File: src/rtl/assert_macros.svh
// Assertion macros for the converter RTL.
`ifndef ASSERT_MACROS_SVH
`define ASSERT_MACROS_SVH
`ifndef ASSERT_OFF
// Condition holds at every rising clock edge outside reset.
`define ASSERT_ALWAYS(lbl, clk, rst, cond) \
  lbl: assert property (@(posedge clk) disable iff (rst) (cond)) \
    else $error("assertion failed: invariant");
// Antecedent implies consequent in the same cycle.
`define ASSERT_IMPLY(lbl, clk, rst, ante, cons) \
  lbl: assert property (@(posedge clk) disable iff (rst) (ante) |-> (cons)) \
    else $error("assertion failed: implication");
`else
`define ASSERT_ALWAYS(lbl, clk, rst, cond)
`define ASSERT_IMPLY(lbl, clk, rst, ante, cons)
`endif
`endif

File: src/rtl/y2i_pkg.sv
// Types and constants of the YUYV 4:2:2 to I420 converter.
package y2i_pkg;

  localparam int MAX_WIDTH   = 4096;
  localparam int STORE_DEPTH = MAX_WIDTH / 2;
  localparam int STORE_AW    = $clog2(STORE_DEPTH);
  localparam int PAIR_LIMIT  = (STORE_DEPTH < 2048) ? STORE_DEPTH : 2048;
  localparam int ROW_LIMIT   = 4096;

  localparam int CFG_W     = 13;
  localparam int CFG_IDX_W = 1;
  localparam int ROW_W     = 12;
  localparam int COL_W     = 11;
  localparam int PIX_W     = 8;
  localparam int CHROMA_W  = 2 * PIX_W;

  localparam logic [CFG_W-1:0] LINE_WIDTH_RESET   = CFG_W'(640);
  localparam logic [CFG_W-1:0] FRAME_HEIGHT_RESET = CFG_W'(480);

  typedef enum logic [CFG_IDX_W-1:0] {
    REG_LINE_WIDTH   = 1'b0,
    REG_FRAME_HEIGHT = 1'b1
  } cfg_reg_t;

  // Position of the pair being accepted.
  typedef struct packed {
    logic [ROW_W-1:0] row;
    logic [COL_W-1:0] col;
    logic             frame_end;
  } pos_t;

endpackage

File: src/rtl/y2i_pos.sv
// Configuration registers and row / pair column counters.
module y2i_pos import y2i_pkg::*; (
  input  logic                 clk,
  input  logic                 rst,
  input  logic                 cfg_write,
  input  logic [CFG_IDX_W-1:0] cfg_index,
  input  logic [CFG_W-1:0]     cfg_data,
  input  logic                 advance,
  output pos_t                 pos
);

  logic [CFG_W-1:0] line_width;
  logic [CFG_W-1:0] frame_height;
  logic [ROW_W-1:0] row;
  logic [COL_W-1:0] col;

  logic [ROW_W-1:0] pairs;
  logic [CFG_W-1:0] rows;
  logic [ROW_W-1:0] pair_half;
  logic [CFG_W-1:0] row_even;
  logic             last_col;
  logic             last_row;

  // Clamp the configured geometry to what the counters and store hold.
  always_comb begin
    pair_half = line_width[CFG_W-1:1];
    if (pair_half == '0) begin
      pairs = ROW_W'(1);
    end else if (pair_half > ROW_W'(PAIR_LIMIT)) begin
      pairs = ROW_W'(PAIR_LIMIT);
    end else begin
      pairs = pair_half;
    end
    row_even = {frame_height[CFG_W-1:1], 1'b0};
    if (row_even < CFG_W'(2)) begin
      rows = CFG_W'(2);
    end else if (row_even > CFG_W'(ROW_LIMIT)) begin
      rows = CFG_W'(ROW_LIMIT);
    end else begin
      rows = row_even;
    end
    last_col = ({1'b0, col} + ROW_W'(1)) >= pairs;
    last_row = ({1'b0, row} + CFG_W'(1)) >= rows;
  end

  assign pos.row       = row;
  assign pos.col       = col;
  assign pos.frame_end = last_col && last_row;

  always_ff @(posedge clk) begin
    if (rst) begin
      line_width   <= LINE_WIDTH_RESET;
      frame_height <= FRAME_HEIGHT_RESET;
    end else if (cfg_write) begin
      case (cfg_reg_t'(cfg_index))
        REG_LINE_WIDTH:   line_width   <= cfg_data;
        REG_FRAME_HEIGHT: frame_height <= cfg_data;
        default:          ;
      endcase
    end
  end

  always_ff @(posedge clk) begin
    if (rst) begin
      row <= '0;
      col <= '0;
    end else if (advance) begin
      if (last_col) begin
        col <= '0;
        row <= last_row ? '0 : row + ROW_W'(1);
      end else begin
        col <= col + COL_W'(1);
      end
    end
  end

endmodule

File: config.mk
export PLATFORM = sky130hd
export DESIGN_NAME = y2i_pos
export DESIGN_NICKNAME = d
export VERILOG_FILES = /design/src/rtl/assert_macros.svh /design/src/rtl/y2i_pkg.sv /design/src/rtl/y2i_pos.sv
export SDC_FILE = /design/constraint.sdc
export NUM_CORES = 1
export LEC_CHECK = 0
export BUFFER_PORTS_ARGS = -buffer_cell sky130_fd_sc_hd__buf_2
export CAP_MARGIN = 20
export CORE_ASPECT_RATIO = 0.6
export CORE_UTILIZATION = 30
export DETAILED_ROUTE_END_ITERATION = 7
export GPL_TIMING_DRIVEN = 0
export RECOVER_POWER = 25
export SLEW_MARGIN = 40
export SYNTH_ARGS = -nofsm -noshare
export SYNTH_HDL_FRONTEND = slang
export SYNTH_SLANG_ARGS = --single-unit
File: constraint.sdc
create_clock -name clk -period 2.85 [get_ports clk]
set_input_delay 0.285 -clock clk [delete_from_list [all_inputs] [get_ports clk]]
set_output_delay 0.285 -clock clk [all_outputs]
set_load 0.005 [all_outputs]
======== Word-level counts from Yosys, hierarchy flattened ========
Index checks and enable logic that the tools add are counted.
cells by class
  mux-type cells .......................... 6
  $add $sub $neg .......................... 4
  reduce and logical (&&, ||, !) cells .... 5
  magnitude comparators ................... 5
  bitwise logic cells ..................... 1
operators with widths
  operator                                                                        number
  12-bit 2-to-1 mux                                                               3
  13-bit 2-to-1 mux                                                               2
  12-bit by 1-bit adder with 13-bit output (second input constant)                1
  13-bit greater-or-equal comparator                                              1
  13-bit > comparator (second input constant)                                     1
  13-bit by 2-bit less-than comparator with 1-bit output (second input constant)  1
  11-bit by 1-bit adder with 12-bit output (second input constant)                1
  12-bit by 1-bit adder with 12-bit output (second input constant)                1
  12-bit greater-or-equal comparator                                              1
  12-bit > comparator (second input constant)                                     1
  12-bit zero test                                                                1
  11-bit by 1-bit adder with 11-bit output (second input constant)                1
  11-bit 2-to-1 mux                                                               1
  2-bit AND reduction                                                             3
  1-bit logical AND                                                               1
  1-bit inverter                                                                  1
storage, ports and cells
  bits of input ports ..................... 18
  word-level logic and storage cells ...... 25
  output and inout port bits .............. 24
  flip-flop bits (word level) ............. 49

======== Logic depth before layout (Yosys ltp) ========
Gate-level depths: netlist of run 1.
  word-level depth ........................ 5
  mapped depth ............................ 13
  gate-level depth less buffers ........... 12

======== Least setup slack after synthesis of run 1 ========
OpenSTA, ideal clock, no wires.
  path type ............................... flip-flop to output port
  start ................................... reg col[0]
  end ..................................... out pos[0] (netlist name)
  data required time ...................... 2565 ps
  slack ................................... 188 ps
  data arrival time ....................... 2377 ps
  stages on the path, launching flop included .. 12
  path buffers ............................ 1
  cells stage by stage .................... dfxtp_1 -> ha_1 -> nand3_1 -> nor2_1 -> nand4_1 -> xnor2_1 -> ha_1 -> a21oi_1 -> nand2_1 -> a221oi_4 -> buf_2 -> nor2_1
RTL lines
  element                 RTL line       text
  from (decl)             y2i_pos.sv:15  logic [COL_W-1:0] col;
  from (signal assigned)  y2i_pos.sv:72  col <= col + COL_W'(1);
  to (decl)               y2i_pos.sv:9   output pos_t pos

==> results of run 1 <==
[placed cells by master, fill, tap and decap left out, types with 3 or more instances in the layout]
master	instances
nand2_1	94
dfxtp_1	40
buf_2	38
a21oi_1	24
ha_1	22
nor2_1	14
clkbuf_1	13
buf_4	11
nand3b_1	9
nand3_1	7
xnor2_1	7
a32o_1	7
inv_1	6
nor2_2	6
a21o_1	6
clkbuf_16	6
a31oi_1	5
dfxtp_4	5
nor2b_1	4
and3_1	4
nand3_2	4
xor2_1	4
nand4_1	4
nor4_1	4
a22o_1	4
a211oi_2	4
ha_4	4
nand2b_1	3
o21ai_0	3
o21ai_1	3
a21oi_2	3
nand4b_1	3
[layer usage]
layer	track usage [%]	up-vias	part of all wire, %
li1	-	1347	-
met1	26.7	1242	54
met2	22.7	101	38
met3	4.00	10	6.7
met4	4.76	0	1.2
met5	0	-	0
[flip-flops by register name (all words and copies together), names as in the netlist]
register and cells:
frame_height 12, line_width 12, row 12, col 11
[report_power, final]
part	switching [W]	internal, W	total (W)
clock	0.000262	0.000504	0.000765
combinational	0.000122	0.0000895	0.000212
sequential	0.0000225	0.000677	0.000700
total	0.000407	0.00127	0.00168
[worst min-delay path, stage by stage]
cell	delay (ns)
buf_2	0.11
nand2_1	0.05
a21oi_1	0.05
[kinds of logic (layout without fill, tap and decap cells)]
kind of cell	Yosys count	after routing	synth area share, %
flops	47	47	34.2
simple gates	170	170	28.3
buf+inv	20	79	3.23
xor+xnor	13	13	4.14
fa+ha+maj	26	26	11.8
compound gates	71	72	17.9
mux	1	1	0.409
[metrics by stage]
stage	hold slack, ns	instance area, µm²	util, %	cells	setup TNS (ns)
after detailed placement	0.467	3090	35.5	500	-3.44
after floorplan	0.406	2750	-	348	0
after CTS	0.237	3480	39.9	515	0
final	0.244	3630	41.6	520	-0.0783
after global placement	0.462	3090	35.5	500	-3.36
after global routing	0.250	3630	41.6	520	-0.748
[area by class of cell]
cell class                 instances  area [µm²]  area share, %
buffer                            13        71.3           1.97
clock buffer                       6         129           3.55
clock inverter                     2        60.1           1.66
inverter                           6        22.5          0.621
multi-input combinational        282        1930           53.2
sequential                        47         962           26.5
tap                              112         140           3.86
timing repair buffer              52         313           8.62
[timing repair]
item	in CTS	in global routing
setup endpoints to repair	24	15
buffers inserted	7	5
resized for setup	34	28
pin swaps	11	17
gates cloned	0	2
hold buffers	0	0
[worst max-delay path by stage]
stage,from,to,cells after the start
final,col[0]$_SDFFE_PP0P_,pos[0],12
after detailed placement,col[0]$_SDFFE_PP0P_,pos[0],12
after global placement,col[0]$_SDFFE_PP0P_,pos[0],12
after floorplan,col[0]$_SDFFE_PP0P_,pos[0],11
after CTS,line_width[7]$_SDFFE_PP1P_,pos[0],11
after global routing,col[0]$_SDFFE_PP0P_,pos[0],12
==> metrics.yaml, run 1 <==
status:
  status: "complete, but fails checks"
  violations: "DRC, setup timing"
detailed_routing:
  wire_per_inst_um: 15.4
  viasPerCell: 5.19
  first_pass_iters: 7
  antenna_left: 0
  drc: 4
  drt_iter0_markers: 297
  wl_mm: 8.02
  vias: 2700
synthesis:
  synth_area_leader_cell: "dfxtp_1"
  synth_cells: 348
  synth_edf_count: 0
  ys_types: 42
  ys_warn_count: 0
  synth_commonest_cells: "95 x nand2_1, 47 x dfxtp_1, 27 x a21oi_1"
  synth-seq-cells: 47
  async_reset_ff_share_pct: 0
  yosys.area.top_type_share_pct: 34.2
  yosys-top-cells-area: "dfxtp_1 34%, nand2_1 13%, ha_1 12%"
  synthFlopType: "dfxtp_1"
  synthesis.nets: 392
  yosysMostFrequentCell: "nand2_1"
  avgSynthCellArea_um2: 7.91
  synth-seq-area-share_pct: 34.2
  syn_area_mm2: 0.00275
critical_path:
  cp.required_ns: 2.57
  critPathMostFrequentCell: "ha_4"
  path_buf_inv: 3
  crit_fanout: 5
  cp_top_family: "compound AO/OA/AOI/OAI gates"
  cp-start-kind: "register"
  crit_chain: "ha_4 -> buf_4 -> nor2b_1 -> or2_2 -> ha_4 -> a21o_1 -> a31oi_2 -> o21ai_2 -> a221oi_4 -> buf_6 -> nor2_2 -> buf_2"
  rr_startpoint: "col[0]$_SDFFE_PP0P_"
  reg2reg_depth: 14
  worstSetupPathType: "register to primary output"
  worstSetupEndpointType: "primary output"
  reg2reg_to: "col[9]$_SDFFE_PP0P_"
  crit_arrival_ns: 2.64
  max_stage_delay_ns: 0.37
  cpMaxStageDelayCell: "dfxtp_4"
  reg2reg_setup_slack_ns: 0.03
pwr:
  irDropWorstVdd_mv: 0.203
  powerDensity_mw_per_mm2: 462
  p_leak_nw: 1.60
  power_w: 0.00168
min_path:
  hold-path-cell-count: 3
  min_path_type: "primary input to register"
  worstHoldStart: "cfg_data[10]"
  hold_end: "frame_height[10]$_SDFFE_PP0P_"
placement:
  gp_congestion: 0.916
  pre_cts_ws_ns: -0.348
  numPortBuffers: 40
  dp_hpwl_mm: 5.80
global_route:
  grt_use_total_pct: 17.2
  grt_pass1_wl_mm: 12.9
  grt_pass1_vias: 2509
  grt_max_degree: 15
  antenna_found_initial: 0
  gr-total-overflow: 0
die:
  ios: 42
  fp.dieArea_mm2: 0.00957
  fp.dieH_um: 76.2
  die_width_um: 126
  core_area_mm2: 0.00872
  row_count: 26
  initial_core_util_pct: 31.6
clock_tree:
  numCtsBuffers: 5
  clk_pin_slew_ns: 0.07
  worstSkewPairLatency_ns: 0.29
  cts_tree: "built"
  cts_buffer_depth: 2
  htree_levels: 2
  cts_root_buf: "clkbuf_16"
  clkSinkCount: 47
finish:
  nFillCells: 898
  area_growth_pct: 31.8
  num_antenna_cells: 0
  nets: 451
  drive_above_1_share_pct: 26.5
timing:
  finalSetupViolCount: 1
  worstMarginPinSlew_ns: 0.750
  hold_violations: 0
  clock-skew-final_ns: 0.00478
  min_period_ns: 2.93
  fmax_mhz: 341
  rsz0062_at_grt: "yes"
  fin_ws_ns: -0.0783
  maxSlewViolCount: 0
  relSlewSlack_pct: 49.8
  finalCritPeriodShare_pct: 103
job:
  max-cap-violations: 0
Note: power is estimated with default switching activity, not from simulation.
==> run 2: changes to the inputs <==
- CELL_PAD_IN_SITES_DETAIL_PLACEMENT: not set -> 1
- CELL_PAD_IN_SITES_GLOBAL_PLACEMENT: not set -> 1
- PLACE_DENSITY_LB_ADDON: not set -> 0.1
==> run 2 against run 1 <==
  * The run ends with DRC left
  * Via count down 0.89%
  * Maximum frequency increased by 2.9%
  * Flip-flop and latch count unchanged
  * Clock power up 2%
  * Sequential power hardly changed
  * Register-to-register slack improved by 0.04 ns
  * Cell count unchanged
  * Largest cell class unchanged
==> metrics.yaml, run 2 (synthesis gave the netlist of run 1 again) <==
clock_tree:
  cts_root_buf: "clkbuf_16"  # unchanged
  numCtsBuffers: 5  # unchanged
  cts_buffer_depth: 2  # unchanged
  cts_tree: "built"  # unchanged
  htree_levels: 2  # unchanged
  clkSinkCount: 47  # unchanged
  worstSkewPairLatency_ns: 0.29  # about the same
  clk_pin_slew_ns: 0.07  # about the same
critical_path:
  path_buf_inv: 2  # was 3
  max_stage_delay_ns: 0.37  # about the same
  worstSetupPathType: "register to primary output"  # unchanged
  crit_fanout: 3  # was 5
  cpMaxStageDelayCell: "dfxtp_4"  # unchanged
  worstSetupEndpointType: "primary output"  # unchanged
  cp-start-kind: "register"  # unchanged
  crit_chain: "ha_4 -> nand3_4 -> nor2_4 -> nand4_1 -> xnor2_2 -> ha_1 -> a21oi_2 -> nand2_2 -> a221oi_4 -> buf_6 -> nor2_2 -> buf_2"  # was ha_4 -> buf_4 -> nor2b_1 -> or2_2 -> ha_4 -> a21o_1 -> a31oi_2 -> o21ai_2 -> a221oi_4 -> buf_6 -> nor2_2 -> buf_2
  cp.required_ns: 2.57  # about the same
  cp_top_family: "adder cells"  # was compound AO/OA/AOI/OAI gates
  crit_arrival_ns: 2.56  # was 2.64 ns
pwr:
  irDropWorstVdd_mv: 0.229  # was 0.203 mV
  p_leak_nw: 1.60  # about the same
  powerDensity_mw_per_mm2: 464  # was 462 mW/mm²
job:
  max-cap-violations: 0  # unchanged
timing:
  finalSetupViolCount: 0  # was 1
  relSlewSlack_pct: 48.6  # was 49.8%
  fmax_mhz: 351  # was 341 MHz
  clock-skew-final_ns: 0.00637  # was 0.00478 ns
  maxSlewViolCount: 0  # unchanged
  worstMarginPinSlew_ns: 0.768  # was 0.750 ns
  finalCritPeriodShare_pct: 99.8  # was 103%
  hold_violations: 0  # unchanged
  min_period_ns: 2.85  # was 2.93 ns
  setup_tns_ns: 0  # was -0.0783 ns
  rsz0062_at_grt: "yes"  # unchanged
detailed_routing:
  met2_length_mm: 3.32  # was 3.03 mm
  antenna_left: 0  # unchanged
  first_pass_iters: 7  # unchanged
  wl_mm: 8.59  # was 8.02 mm
  wl_met1_mm: 4.81  # was 4.35 mm
  viasPerCell: 5.15  # was 5.19
  drt_iter0_markers: 99  # was 297
  routed.top_layer: "met4"  # unchanged
  vias: 2676  # was 2700
  drc: 2  # was 4
  wire_per_inst_um: 16.5  # was 15.4 µm
  wl_met3_um: 378  # was 534 µm
die:
  fp.dieArea_mm2: 0.00957  # unchanged
  die_width_um: 126  # unchanged
  initial_core_util_pct: 31.6  # unchanged
  ios: 42  # unchanged
  core_area_mm2: 0.00872  # unchanged
  row_count: 26  # unchanged
  fp.dieH_um: 76.2  # unchanged
global_route:
  grt_pass1_wl_mm: 13.5  # was 12.9 mm
  grt_max_degree: 16  # was 15
  grt_pass1_vias: 2582  # was 2509
  grt_use_total_pct: 18.4  # was 17.2%
  gr-total-overflow: 0  # unchanged
  antenna_found_initial: 0  # unchanged
placement:
  numPortBuffers: 40  # unchanged
  gp_congestion: 0.794  # was 0.916
  dp_hpwl_mm: 6.60  # was 5.80 mm
  postPlaceCellArea_mm2: 0.00309  # unchanged
finish:
  design_area_mm2: 0.00365  # was 0.00363 mm²
  reg_top3: "frame_height x12, line_width x12, row x12"  # unchanged
  area_growth_pct: 32.5  # was 31.8%
  mostFrequentLayoutCell: "nand2_1"  # unchanged
  layout_common_cells: "91 x nand2_1, 38 x buf_2, 34 x dfxtp_1"  # was 94 x nand2_1, 40 x dfxtp_1, 38 x buf_2
  num_antenna_cells: 0  # unchanged
  nets: 451  # unchanged
  drive_above_1_share_pct: 27.9  # was 26.5%
status:
  status: "complete, but fails checks"  # unchanged
  violations: "DRC"  # was DRC, setup timing
min_path:
  min_path_type: "primary input to register"  # unchanged
-- run 2: cell types whose count changed in the layout (fill, tap and decap cells not counted), moves of 3 or more --
cell,delta
buf_4,+3
nand2_2,+3
a211oi_1,+4
dfxtp_1,-6
nor2_2,-3
a211oi_2,-4
nand2_1,-3
dfxtp_2,+6
-- run 2: worst reg2reg max path: stages, from the launching register on --
cell and delay, ns:
dfxtp_4 0.37, ha_4 0.15, nand3_4 0.09, nor2_4 0.12, nand4_1 0.16, xnor2_2 0.18, ha_1 0.34, nand4_1 0.11
nor2_1 0.21, a221oi_4 0.11, buf_4 0.19, o21ba_2 0.20, buf_4 0.17, o31a_1 0.28
-- run 2: final timing paths --
check | cells after the start | endpoint | start | slack, ns
setup / recovery | 12 | pos[0] | col[1]$_SDFFE_PP0P_ | 0.004
hold / removal | 3 | line_width[7]$_SDFFE_PP1P_ | cfg_data[7] | 0.23
setup reg to reg | 13 | row[11]$_SDFFE_PP0P_ | col[1]$_SDFFE_PP0P_ | 0.07
hold reg to reg | 2 | frame_height[9]$_SDFFE_PP0P_ | frame_height[9]$_SDFFE_PP0P_ | 0.48
-- run 2: final cells by class --
type	count	area (µm²)
clock buffers	5	125
fillers	1040	5070
inverters	6	22.5
well taps	112	140
clock inverters	3	67.6
multi-input cells	281	1950
repair buffers	53	295
flip-flops and latches	47	970
plain buffers	13	75.1
-- run 2: through the flow --
step / cells / hold WS [ns] / util [%] / setup WS (ns) / total power, W
3_5_place_dp: 500 / 0.470 / 35.5 / -0.566 / 0.000898
4_1_cts: 514 / 0.225 / 40.3 / -0.0361 / 0.00171
5_1_grt: 520 / 0.235 / 41.8 / -0.135 / 0.00178
2_1_floorplan: 348 / 0.406 / - / 0.188 / 0.000826
6_report: 520 / 0.231 / 41.8 / 0.00446 / 0.00169
3_3_place_gp: 500 / 0.465 / 35.5 / -0.500 / 0.000891
-- run 2: report_power, final --
group / internal, W / switching, W / leakage [nW] / total (W)
Combinational: 0.0000879 / 0.000126 / 1.12 / 0.000214
Sequential: 0.000677 / 0.0000238 / 0.391 / 0.000701
Clock: 0.000503 / 0.000276 / 0.0900 / 0.000779
-- run 2: routing by layer --
metal | vias to the layer above | global-route usage, %
met1 | 1282 | 28.8
li1 | 1342 | -
met5 | - | 0
met2 | 47 | 24.5
met4 | 0 | 5.12
met3 | 5 | 3.86
-- run 2: what timing repair did --
item,4_1_cts,5_1_grt
buffers inserted,6,7
hold buffers,0,0
gates resized for setup,44,23
pin swaps,9,16
setup endpoints to repair,24,13
